## config.mk

```make
export PLATFORM = sky130hd
export DESIGN_NAME = arp_request_responder_unit
export DESIGN_NICKNAME = d
export VERILOG_FILES = /design/src/sv/arpr_pkg.sv /design/src/sv/arpr_front.sv /design/src/sv/arpr_queue.sv /design/src/sv/arpr_back.sv /design/src/sv/arp_request_responder_unit.sv
export SDC_FILE = /design/constraint.sdc
export NUM_CORES = 1
export LEC_CHECK = 0
export ABC_AREA = 1
export BUFFER_PORTS_ARGS = -buffer_cell sky130_fd_sc_hd__buf_2
export CAP_MARGIN = 20
export CELL_PAD_IN_SITES_DETAIL_PLACEMENT = 0
export CELL_PAD_IN_SITES_GLOBAL_PLACEMENT = 1
export CORE_AREA = 5 5 147 255
export CTS_CLUSTER_SIZE = 16
export DETAILED_ROUTE_END_ITERATION = 10
export DIE_AREA = 0 0 152 260
export PLACE_DENSITY_LB_ADDON = 0.1
export SYNTH_ARGS = -nofsm -noshare
export SYNTH_HDL_FRONTEND = slang
export SYNTH_SLANG_ARGS = --single-unit
```

## constraint.sdc

```tcl
create_clock -name clock -period 10.1 [get_ports clock]
set_clock_uncertainty 0.15 [all_clocks]
set_input_delay 3.03 -clock clock [delete_from_list [all_inputs] [get_ports clock]]
set_output_delay 3.03 -clock clock [all_outputs]
set_load 0.1 [all_outputs]
```

## src/sv/arpr_pkg.sv

```systemverilog
package arpr_pkg;

   // widths fixed by the frame format
   localparam int MAC_W       = 48;
   localparam int IP_W        = 32;
   localparam int CSR_INDEX_W = 2;
   localparam int CSR_DATA_W  = 48;

   // register indexes
   localparam logic [CSR_INDEX_W-1:0] CSR_LOCAL_MAC = 2'd0;
   localparam logic [CSR_INDEX_W-1:0] CSR_LOCAL_IP  = 2'd1;

   // frame constants
   localparam logic [15:0] ARP_ETYPE     = 16'h0806;
   localparam logic [15:0] PTYPE_IPV4    = 16'h0800;
   localparam logic [15:0] OPER_REQUEST  = 16'h0001;
   localparam logic [15:0] OPER_REPLY    = 16'h0002;
   localparam logic [15:0] HTYPE_ETH     = 16'h0001;
   localparam logic [7:0]  HLEN_ETH      = 8'd6;
   localparam logic [7:0]  PLEN_IPV4     = 8'd4;

   // byte positions in a received request
   localparam int POS_ETYPE      = 12;
   localparam int POS_OPER       = 20;
   localparam int POS_SENDER_MAC = 22;
   localparam int POS_SENDER_IP  = 28;
   localparam int POS_TARGET_IP  = 38;
   localparam int ARP_MIN_BYTES  = 42;

   // reply index width covers every allowed reply length (up to 128)
   localparam int RIDX_W = 7;

   localparam int QUEUE_DEPTH = 2;
   localparam int QPTR_W      = $clog2(QUEUE_DEPTH);

   typedef struct packed {
      logic [7:0] rx_byte;
      logic       rx_last;
   } arpr_req_type;

   typedef struct packed {
      logic [7:0] tx_byte;
      logic       tx_last;
   } arpr_rsp_type;

   typedef struct packed {
      logic [MAC_W-1:0] peer_mac;
      logic [IP_W-1:0]  peer_ip;
   } arpr_job_type;

   typedef struct packed {
      logic         valid;
      arpr_job_type job;
   } arpr_push_type;

   typedef struct packed {
      logic         valid;
      arpr_job_type job;
   } arpr_head_type;

   // byte idx of the reply frame, in wire order
   function automatic logic [7:0] reply_byte(input logic [RIDX_W-1:0] idx,
                                             input logic [MAC_W-1:0] pm,
                                             input logic [MAC_W-1:0] lm,
                                             input logic [IP_W-1:0]  lip,
                                             input logic [IP_W-1:0]  pip);
      int k;
      logic [7:0] b;
      k = int'(idx);
      b = '0;
      if (k < 6) begin
         b = pm[8*(5-k) +: 8];
      end else if (k < 12) begin
         b = lm[8*(11-k) +: 8];
      end else if (k < 22) begin
         case (k)
            12:      b = ARP_ETYPE[15:8];
            13:      b = ARP_ETYPE[7:0];
            14:      b = HTYPE_ETH[15:8];
            15:      b = HTYPE_ETH[7:0];
            16:      b = PTYPE_IPV4[15:8];
            17:      b = PTYPE_IPV4[7:0];
            18:      b = HLEN_ETH;
            19:      b = PLEN_IPV4;
            20:      b = OPER_REPLY[15:8];
            default: b = OPER_REPLY[7:0];
         endcase
      end else if (k < 28) begin
         b = lm[8*(27-k) +: 8];
      end else if (k < 32) begin
         b = lip[8*(31-k) +: 8];
      end else if (k < 38) begin
         b = pm[8*(37-k) +: 8];
      end else if (k < 42) begin
         b = pip[8*(41-k) +: 8];
      end
      return b;
   endfunction

endpackage

```

## src/sv/arpr_front.sv

```systemverilog
module arpr_front #(
   parameter int MAX_FRAME_BYTES = 2048
) (
   input  logic                        clock,
   input  logic                        reset,
   input  logic                        accept,
   input  arpr_pkg::arpr_req_type      item,
   input  logic [arpr_pkg::IP_W-1:0]   local_ip,
   output arpr_pkg::arpr_push_type     push
);

   localparam int CNT_W = $clog2(MAX_FRAME_BYTES);

   logic [CNT_W-1:0]             cnt_ff, cnt_in;
   logic                         ok_ff, ok_in;
   logic [arpr_pkg::MAC_W-1:0]   mac_ff, mac_in;
   logic [arpr_pkg::IP_W-1:0]    ip_ff, ip_in;
   logic                         ok_now;

   always_comb begin
      ok_now = ok_ff;
      mac_in = mac_ff;
      ip_in  = ip_ff;
      for (int k = 0; k < 2; k++) begin
         if (cnt_ff == CNT_W'(arpr_pkg::POS_ETYPE + k) &&
             item.rx_byte != arpr_pkg::ARP_ETYPE[8*(1-k) +: 8]) begin
            ok_now = 1'b0;
         end
         if (cnt_ff == CNT_W'(arpr_pkg::POS_OPER + k) &&
             item.rx_byte != arpr_pkg::OPER_REQUEST[8*(1-k) +: 8]) begin
            ok_now = 1'b0;
         end
      end
      for (int k = 0; k < 4; k++) begin
         if (cnt_ff == CNT_W'(arpr_pkg::POS_TARGET_IP + k) &&
             item.rx_byte != local_ip[8*(3-k) +: 8]) begin
            ok_now = 1'b0;
         end
         if (cnt_ff == CNT_W'(arpr_pkg::POS_SENDER_IP + k)) begin
            ip_in[8*(3-k) +: 8] = item.rx_byte;
         end
      end
      for (int k = 0; k < 6; k++) begin
         if (cnt_ff == CNT_W'(arpr_pkg::POS_SENDER_MAC + k)) begin
            mac_in[8*(5-k) +: 8] = item.rx_byte;
         end
      end

      cnt_in = cnt_ff;
      ok_in  = ok_now;
      if (item.rx_last) begin
         cnt_in = '0;
         ok_in  = 1'b1;
      end else if (cnt_ff != CNT_W'(MAX_FRAME_BYTES - 1)) begin
         cnt_in = cnt_ff + CNT_W'(1);
      end

      push.valid        = accept && item.rx_last && ok_now &&
                          (cnt_ff >= CNT_W'(arpr_pkg::ARP_MIN_BYTES - 1));
      push.job.peer_mac = mac_in;
      push.job.peer_ip  = ip_in;
   end

   always_ff @(posedge clock) begin
      if (reset) begin
         cnt_ff <= '0;
         ok_ff  <= 1'b1;
         mac_ff <= '0;
         ip_ff  <= '0;
      end else if (accept) begin
         cnt_ff <= cnt_in;
         ok_ff  <= ok_in;
         mac_ff <= mac_in;
         ip_ff  <= ip_in;
      end
   end

endmodule

```

## src/sv/arpr_queue.sv

```systemverilog
module arpr_queue (
   input  logic                     clock,
   input  logic                     reset,
   input  arpr_pkg::arpr_push_type  push,
   input  logic                     pop,
   output arpr_pkg::arpr_head_type  head,
   output logic                     full
);

   localparam int CNT_W = $clog2(arpr_pkg::QUEUE_DEPTH + 1);

   arpr_pkg::arpr_job_type            slot_ff [arpr_pkg::QUEUE_DEPTH];
   logic [arpr_pkg::QPTR_W-1:0]       wr_ff, wr_in, rd_ff, rd_in;
   logic [CNT_W-1:0]                  cnt_ff, cnt_in;
   logic                              do_pop;

   always_comb begin
      do_pop = pop && (cnt_ff != '0);
      wr_in  = push.valid ? wr_ff + 1'b1 : wr_ff;
      rd_in  = do_pop ? rd_ff + 1'b1 : rd_ff;
      cnt_in = cnt_ff + CNT_W'(push.valid) - CNT_W'(do_pop);
      full   = (cnt_ff == CNT_W'(arpr_pkg::QUEUE_DEPTH));
      head.valid = (cnt_ff != '0);
      head.job   = slot_ff[rd_ff];
   end

   always_ff @(posedge clock) begin
      if (reset) begin
         wr_ff  <= '0;
         rd_ff  <= '0;
         cnt_ff <= '0;
      end else begin
         wr_ff  <= wr_in;
         rd_ff  <= rd_in;
         cnt_ff <= cnt_in;
      end
   end

   always_ff @(posedge clock) begin
      if (push.valid) begin
         slot_ff[wr_ff] <= push.job;
      end
   end

endmodule

```

## src/sv/arpr_back.sv

```systemverilog
module arpr_back #(
   parameter int REPLY_BYTES = 60
) (
   input  logic                        clock,
   input  logic                        reset,
   input  arpr_pkg::arpr_head_type     head,
   input  logic [arpr_pkg::MAC_W-1:0]  local_mac,
   input  logic [arpr_pkg::IP_W-1:0]   local_ip,
   output logic                        pop,
   output logic                        rsp_valid,
   input  logic                        rsp_ready,
   output arpr_pkg::arpr_rsp_type      rsp_item
);

   localparam int IDX_W = $clog2(REPLY_BYTES);

   logic [IDX_W-1:0]         idx_ff, idx_in;
   logic                     valid_ff, valid_in;
   arpr_pkg::arpr_rsp_type   rsp_ff, rsp_in;
   logic                     load, at_end;

   always_comb begin
      load   = head.valid && (!valid_ff || rsp_ready);
      at_end = (idx_ff == IDX_W'(REPLY_BYTES - 1));
      pop    = load && at_end;

      idx_in = idx_ff;
      if (load) begin
         idx_in = at_end ? '0 : idx_ff + IDX_W'(1);
      end

      valid_in = load ? 1'b1 : (valid_ff && !rsp_ready);

      rsp_in.tx_byte = arpr_pkg::reply_byte(arpr_pkg::RIDX_W'(idx_ff), head.job.peer_mac,
                                            local_mac, local_ip, head.job.peer_ip);
      rsp_in.tx_last = at_end;
   end

   always_ff @(posedge clock) begin
      if (reset) begin
         idx_ff   <= '0;
         valid_ff <= 1'b0;
      end else begin
         idx_ff   <= idx_in;
         valid_ff <= valid_in;
      end
   end

   always_ff @(posedge clock) begin
      if (load) begin
         rsp_ff <= rsp_in;
      end
   end

   assign rsp_valid = valid_ff;
   assign rsp_item  = rsp_ff;

endmodule

```

## src/sv/arp_request_responder_unit.sv

```systemverilog
// Request bytes: one per cycle; req_ready drops only while two replies are still queued.
// Reply: REPLY_BYTES items, one per cycle while rsp_ready is high, set by the back-end index counter.
// With the back end idle, the reply job is written into the queue as the last request byte is taken,
// and the first reply byte is then registered from the queue head into the output register.
// A queue of two replies decouples the back end from the front end.
// Synchronous active-high reset clears the byte counter, sets the check flag, clears the queue,
// the output stage valid and the local MAC/IP registers (both to zero).
module arp_request_responder_unit #(
   parameter int MAX_FRAME_BYTES = 2048,
   parameter int REPLY_BYTES     = 60
) (
   input  logic                                clock,
   input  logic                                reset,
   // received frame bytes
   input  logic                                req_valid,
   output logic                                req_ready,
   input  arpr_pkg::arpr_req_type              req_item,
   // reply frame bytes
   output logic                                rsp_valid,
   input  logic                                rsp_ready,
   output arpr_pkg::arpr_rsp_type              rsp_item,
   // register writes
   input  logic                                csr_valid,
   output logic                                csr_ready,
   input  logic [arpr_pkg::CSR_INDEX_W-1:0]    csr_index,
   input  logic [arpr_pkg::CSR_DATA_W-1:0]     csr_data
);

   // station address registers
   logic [arpr_pkg::MAC_W-1:0]  mac_ff;
   logic [arpr_pkg::IP_W-1:0]   ip_ff;

   arpr_pkg::arpr_push_type     push;
   arpr_pkg::arpr_head_type     head;
   logic                        pop;
   logic                        full;
   logic                        req_accept;

   // registers are always writable; writing only while idle is up to the user, unenforced by the block
   assign csr_ready = 1'b1;

   always_ff @(posedge clock) begin
      if (reset) begin
         mac_ff <= '0;
         ip_ff  <= '0;
      end else if (csr_valid) begin
         case (csr_index)
            arpr_pkg::CSR_LOCAL_MAC: mac_ff <= csr_data[arpr_pkg::MAC_W-1:0];
            arpr_pkg::CSR_LOCAL_IP:  ip_ff  <= csr_data[arpr_pkg::IP_W-1:0];
            default: ;
         endcase
      end
   end

   // front end holds off only when no queue slot is free for a possible reply
   assign req_ready  = !full;
   assign req_accept = req_valid && req_ready;

   // front: byte counter, checks, sender capture; pushes a reply job on a good last byte
   arpr_front #(
      .MAX_FRAME_BYTES(MAX_FRAME_BYTES)
   ) u_front (
      .clock    (clock),
      .reset    (reset),
      .accept   (req_accept),
      .item     (req_item),
      .local_ip (ip_ff),
      .push     (push)
   );

   // job queue: snapshot of the requester's addresses per pending reply
   arpr_queue u_queue (
      .clock (clock),
      .reset (reset),
      .push  (push),
      .pop   (pop),
      .head  (head),
      .full  (full)
   );

   // back: walks the reply bytes into the output register
   arpr_back #(
      .REPLY_BYTES(REPLY_BYTES)
   ) u_back (
      .clock     (clock),
      .reset     (reset),
      .head      (head),
      .local_mac (mac_ff),
      .local_ip  (ip_ff),
      .pop       (pop),
      .rsp_valid (rsp_valid),
      .rsp_ready (rsp_ready),
      .rsp_item  (rsp_item)
   );

endmodule

```

# [After elaboration in Yosys (flattened, before gate mapping)]
# Memory sizes are Yosys's and may differ from the RTL's. A register that Yosys moved wholly into a read port is not among the register bits.
# Index checks and enable logic that the tools add are counted.
[totals] romBits=128 ramBits=160 out_inout_bits=12 reg_bits=192 mem_count=2 word_cells=134
[memory_table] memory="u_queue.slot_ff" depth=2 width=80 rd=1 rd_clocked_by_memory_dff=1 write_ports=1 line="arpr_queue.sv:12" text="arpr_pkg::arpr_job_type slot_ff [arpr_pkg::QUEUE_DEPTH];"
[memory_table] memory="(no name shown)" depth=32 width=4 rd=1 rd_clocked_by_memory_dff=1 write_ports=0 line="arpr_pkg.sv:76" text="case (k)"
[op_classes] n_addsub=12 mux=37 reduce_logical=27 shift=6 magnitude_cmp=8 n_eq_ne=29
[ops] operator="$shiftx 48x32->8" n=4
[ops] operator="$mux 8" n=18
[ops] operator="$eq 11x5->1 const B" n=12
[ops] operator="$shiftx 32x32->8" n=2
[ops] operator="$eq 11x6->1 const B" n=4
[ops] operator="$ne 8x8->1" n=4
[ops] operator="$eq 11x4->1 const B" n=2
[ops] operator="$mux 11" n=2
[ops] operator="$lt 6x6->1 const B" n=3
[ops] operator="$logic_and 1x1->1" n=16
[ops] operator="$mux 1" n=14
[ops] operator="$sub 5x6->7 const A" n=2
[ops] operator="$sub 6x6->7 const A" n=2
[ops] operator="$lt 6x5->1 const B" n=2
[ops] operator="$add 11x1->11 const B" n=1
[ops] operator="$ge 11x6->1 const B" n=1
[ops] operator="$ne 11x11->1 const B" n=1
[ops] operator="$mux 5" n=2
[ops] operator="$ne 8x1->1 const B" n=1
[ops] operator="$ne 8x3->1 const B" n=1
[ops] operator="$ne 8x4->1 const B" n=1
[ops] operator="$reduce_bool 8->1" n=1
[ops] operator="$sub 3x6->7 const A" n=1
[ops] operator="$sub 4x6->7 const A" n=1
[ops] operator="other kinds (15)" n=21

# [Logic depth before layout (Yosys ltp)]
[logic_depth] word_depth=14 depth_mapped=16 depth_no_buf=15

# [By module]
# From an unflattened synthesis, not the netlist that was laid out.
[hier_totals] cells_unflattened=2257 area_unflattened_um2=18336.3
[by_module_without_submodules] mod="arpr_queue" seq_area_each_um2=4904.7 cells_each=286 instances=1 area_per_inst_um2=6419.9
[by_module_without_submodules] mod="arpr_front" seq_area_each_um2=1841.8 cells_each=901 instances=1 area_per_inst_um2=5531.6
[by_module_without_submodules] mod="arp_request_responder_unit" seq_area_each_um2=1601.5 cells_each=524 instances=1 area_per_inst_um2=3440.8
[by_module_without_submodules] mod="arpr_back" seq_area_each_um2=490.5 cells_each=546 instances=1 area_per_inst_um2=2944.1

# [Worst setup path before layout]
# OpenSTA, ideal clock, no wires.
[synth_timing] path_kind="input to register" from="input req_item[6] in the netlist's numbering" to="memory u_queue.slot_ff[1][0] in the netlist's numbering (enable)" path_buffers=1 path_stages=8 setup_slack_ns=2.046 arrival_time_ns=7.384 cell_sequence="clkbuf_1 -> xnor2_1 -> nand2_1 -> nor2_1 -> nand2_1 -> a21boi_0 -> nand4_1 -> nor2_1"
[synth_via] elab_chain_len=14
[synth_lines] element="start, declared" line="arp_request_responder_unit.sv:17" text="input arpr_pkg::arpr_req_type req_item,"
[synth_lines] element="$ne 8x4->1" line="arpr_front.sv:26" text="item.rx_byte != arpr_pkg::ARP_ETYPE[8*(1-k) +: 8]) begin"
[synth_lines] element="$logic_and 1x1->1" line="arpr_front.sv:25" text="if (cnt_ff == CNT_W'(arpr_pkg::POS_ETYPE + k) &&"
[synth_lines] element="$mux 1" line="arpr_front.sv:25"
[synth_lines] element="$mux 1" line="arpr_front.sv:29" text="if (cnt_ff == CNT_W'(arpr_pkg::POS_OPER + k) &&"
[synth_lines] element="$mux 1" line="arpr_front.sv:25"
[synth_lines] element="$mux 1" line="arpr_front.sv:29"
[synth_lines] element="$mux 1 (3 in series)" line="arpr_front.sv:35" text="if (cnt_ff == CNT_W'(arpr_pkg::POS_TARGET_IP + k) &&"
[synth_lines] element="$mux 1 *" line="arpr_front.sv:35"
[synth_lines] element="$logic_and 1x1->1 * (2 in series)" line="arpr_front.sv:58" text="push.valid = accept && item.rx_last && ok_now &&"
[synth_lines] element="$mux 1 *" line="arpr_queue.sv:40" text="if (push.valid) begin"
[synth_lines] element="$mux 1 (implied by the code) *" line="arpr_queue.sv:41" text="slot_ff[wr_ff] <= push.job;"
[synth_lines] element="end, declared" line="arpr_queue.sv:12"
# Mark *: on every way between the ends. The rest lies on a longest branch, timed or not.

# [Worst setup path after layout]
[layout_timing] from="input req_item[8] in the netlist's numbering" to="memory u_queue.slot_ff[1][77] in the netlist's numbering (enable)"
# The elaborated chain is that of the path after synthesis.

==> impl.org <==
** Setup path
- Cell seen most often among critical-path stages :: nand2_1
- Walking the worst path, the cells encountered are buf_2, inv_1, nand3_1, o21ai_0, nand2_1, nand2_1, nand2_1, nand2_1, nand4_1, nor2_4, buf_4, buf_12.
- CP Launch Point :: req_item[8]
- Data on the critical path is required at its endpoint by 10,170 ps.
- The number of buffers and inverters on the critical path is 4.
- Largest stage delay on the critical path :: ~490 ps
- The worst setup path is of the in2reg kind.
- The startpoint identified for the worst register-to-register timing path is u_back.idx_ff[1]$_SDFFE_PP0P_.
- Worst R2R Setup Slack :: 6160 ps
- In this run the worst path has a maximum fanout of 42.
- CP delay by family, top :: buffers and inverters
- Data on the critical path arrives at its endpoint at 5560 ps.
- Startpoint type of the worst setup path :: input pin
- Measured in cells, the most critical reg-to-reg path has a length of 13.
- The slowest stage of the critical path is the buf_4 cell.
- STA classifies the critical path endpoint as a register.
- Terminus of the critical flop-to-flop path :: u_back.rsp_item[2]$_DFFE_PP_

** Clocking
- For the worst-skew pair, the clock arrives at the later sink with an insertion delay of between 500 and 600 ps.
- The cell sitting at the root of the clock tree is a clkbuf_16.
- Hold repair after CTS inserted 0 buffers.
- After clock tree synthesis, the repair step resized 0 gates.
- Number of H-tree branching levels :: 2
- TritonCTS clock tree :: built
- The number of clock buffers added by TritonCTS is 36.
- In this run the deepest clock path goes through 3 buffers.
- Clock transition time at the flip-flop clock pins of the worst setup and hold paths :: 70 ps
- Setup bufs post-CTS :: 0
- Clock sink count :: about 360

** Synth
- Sorting the synthesized cells by area gives the leading types as edfxtp_1 (31%), dfxtp_1 (23%), nor2_1 (11%).
- Synthesis inferred approximately 360 register bits.
- Of the post-synthesis cell area, the dominant cell type holds 0.310.
- Cells after Synth :: 2,011
- Count of flip-flops with a built-in enable after synthesis :: approximately 170
- After synthesis the cells add up to roughly 16,000 µm².
- Number of library cell types mapped by synthesis :: 46
- Counting every net in the synthesized netlist gives approximately 2.1k.
- Synth warnings :: 0
- Among all flip-flop cells after synthesis, the most frequent one is dfxtp_1.
- For this run, the register share of the synthesized area comes to 0.541.
- For this run, asynchronously set or reset flops after synthesis account for 0.
- Summed over all instances, the cell type with the most area after synthesis is edfxtp_1.
- Average cell area after synthesis :: between 8 and 9 µm²

** Timing
- Count of pins over their slew limit :: 0
- Of the available clock period, the critical path in the final layout requires 0.543.
- For this run, the top clock speed supported by timing is between 0.15 and 0.2 GHz.
- Setup Total Neg Slack :: 0 ps
- In this run the tightest slew margin relative to its limit is 0.309.
- Setup violations remaining at the end of the flow were counted as 0.
- Min Tclk post-route :: about 5500 ps
- Unrepaired setup endpoints after global routing :: no
- Final hold violation count :: 0
- At the pin with the least slew margin, the transition time is ~1000 ps.
- Final worst setup slack :: between 4000 and 5000 ps

** Global route
- Global routing finished with a remaining overflow of 0.
- Antenna violations before repair :: 0
- The first global-routing pass estimated between 70,000 and 80,000 µm of wire.
- The via count of the first global-routing pass came to 13.1k.
- For this run, the total global-route usage over all layers was measured as 0.239.
- Entering global routing, the biggest net connects 85 pins.

** Detailed routing
- Sum of routed wire length over all layers :: between 40,000 and 50,000 µm
- For this run, the detailed router's first-pass iteration total came to 6.
- Post-DR wirelength/cell :: between 15 and 20 µm
- Post-route antenna net violation count :: 0
- Remaining DRCs :: 0
- Via/cell ratio :: between 5 and 6
- The detailed router placed 13.6k vias in this run.
- After the first detailed-routing iteration, the DRC count stood at just under 900.

** Status
- The run finished with clean final reports.

** Placed design
- The congestion estimate from routability-driven global placement came to 0.880.
- The count of buffers added on input and output ports is 74.
- Detailed placement finished with a half-perimeter wire length of between 30,000 and 40,000 µm.
- Before CTS, the worst setup slack after placement is 3820 ps.

** Finish
- Of the cells placed in the final design, the portion with a size suffix greater than 1 is 0.0938.
- Antenna diode count :: 0
- Compared with the post-synthesis result, the final layout area differs by 11.8%.
- Final layout net count :: around 2.1k

** Min path
- Type of the most critical hold path :: reg2reg
- The startpoint identified for the worst hold timing path is u_front.ok_ff$_SDFFE_PP1P_.
- End point of the worst hold path :: u_front.ok_ff$_SDFFE_PP1P_
- Hold Path Cell Cnt :: 2

** Floorplan
- For this design the top-level I/O count stands at between 70 and 80.
- For this configuration, the core starts out at a cell density of 0.466.
- The die is 152 µm wide.
- Height of the die :: between 200 and 300 µm
- Area of the core region :: 35,100 µm²
- After floorplanning, the core was divided into between 90 and 100 placement rows.
- The die covers 39,500 µm².

** Pwr
- Total power for the finished layout comes to 3200 µW.
- Pleak :: around 0.0075 µW
- Across the VDD grid, the largest voltage drop is 0.168 mV.
- Power per standard cell area :: ~170 nW/µm²

** Flow run
- The tool flagged a number of max-cap violations equal to 0.
==> area by class of cell <==
class                      instances  area, µm²
clock buffer                      48       1020
clock inverter                    18        248
fill                            3424      16800
inverter                         164        616
multi-input combinational       1367       6410
sequential                       357       8840
tap                              465        582
timing repair buffer              94        556
==> per-stage QoR <==
step,cells,hold WS (ps),instance area [µm²],utilization
6_report,2513,325,18300,0.521
5_1_grt,2513,355,18300,0.521
4_1_cts,2511,329,18200,0.520
3_5_place_dp,2445,314,17000,0.483
3_3_place_gp,2445,301,17000,0.483
2_1_floorplan,2011,282,16300,-
==> worst max path at each step <==
stage                                       end  slack [ps]  depth (start not counted)
3_3_place_gp   u_queue.slot_ff[1][77]$_DFFE_PP_        3870                         11
6_report       u_queue.slot_ff[1][77]$_DFFE_PP_        4610                         12
4_1_cts        u_queue.slot_ff[1][58]$_DFFE_PP_        4400                         11
3_5_place_dp   u_queue.slot_ff[1][58]$_DFFE_PP_        3820                         11
2_1_floorplan   u_queue.slot_ff[1][0]$_DFFE_PP_        2050                          8
5_1_grt        u_queue.slot_ff[1][77]$_DFFE_PP_        4400                         12
==> registers in the layout, summed over array words and instances (netlist names), named ones only <==
name,flops
ip_ff,32
mac_ff,48
u_back.idx_ff,6
u_back.rsp_item,9
u_back.rsp_valid,1
u_front.cnt_ff,11
u_front.ip_ff,32
u_front.mac_ff,48
u_front.ok_ff,1
u_queue.cnt_ff,2
u_queue.rd_ff,1
u_queue.slot_ff,160
u_queue.wr_ff,1
==> tightest hold or removal path: stages, from the launching register on <==
cell and delay [ps]:
dfxtp_1 330, a21oi_1 50, o21ai_0 60
==> Yosys cell counts, types with 2 or more instances <==
cell / count
o22ai_1: 21
o21ai_1: 152
inv_1: 152
inv_2: 10
buf_2: 25
o211ai_1: 9
ha_1: 14
a22oi_1: 4
nand2_2: 7
nor2_2: 4
nand3_1: 54
a21oi_1: 33
nand4_1: 6
buf_1: 6
nor3_1: 10
clkbuf_1: 90
a32oi_1: 2
nand3_2: 3
nand3b_1: 2
nor2_4: 2
dfxtp_1: 188
nor2_1: 495
o221ai_1: 25
or2_2: 4
edfxtp_1: 169
o21ai_0: 221
xnor2_1: 25
clkinv_1: 2
nand2_1: 257
xor2_1: 3
==> power breakdown <==
| group | leakage, µW | switching [µW] | total (µW) | internal (µW) |
|---|---|---|---|---|
| sequential | 0.00309 | 21.2 | 1570 | 1550 |
| combinational | 0.00383 | 125 | 186 | 60.9 |
| clock | 0.000626 | 573 | 1440 | 866 |
==> per-layer routing <==
metal,up-vias,GRT usage,wire (µm)
met5,-,0,0
met4,0,0.114,2380
met3,115,0.0315,2010
met2,335,0.453,25700
met1,6430,0.261,18400
li1,6674,-,-
==> kinds of logic after synthesis <==
group,share of synthesized area
AO/OA/AOI/OAI,0.156
XOR/XNOR,0.0160
adder cells (fa/ha/maj),0.0107
buffers and inverters,0.0685
flip-flops,0.541
other,0.000229
AND/OR/NAND/NOR,0.208
==> layout by cell type (no fill, tap or decap), types with 9 or more instances in the layout <==
| cell type | n |
|---|---|
| a21oi_1 | 33 |
| buf_2 | 73 |
| buf_4 | 19 |
| clkbuf_16 | 38 |
| dfxtp_1 | 186 |
| edfxtp_1 | 169 |
| ha_1 | 14 |
| inv_1 | 151 |
| inv_2 | 11 |
| nand2_1 | 256 |
| nand3_1 | 54 |
| nor2_1 | 492 |
| nor3_1 | 10 |
| o211ai_1 | 9 |
| o21ai_0 | 221 |
| o21ai_1 | 152 |
| o221ai_1 | 25 |
| o22ai_1 | 21 |
| xnor2_1 | 25 |
No activity file was read; power rests on OpenSTA's default activity.
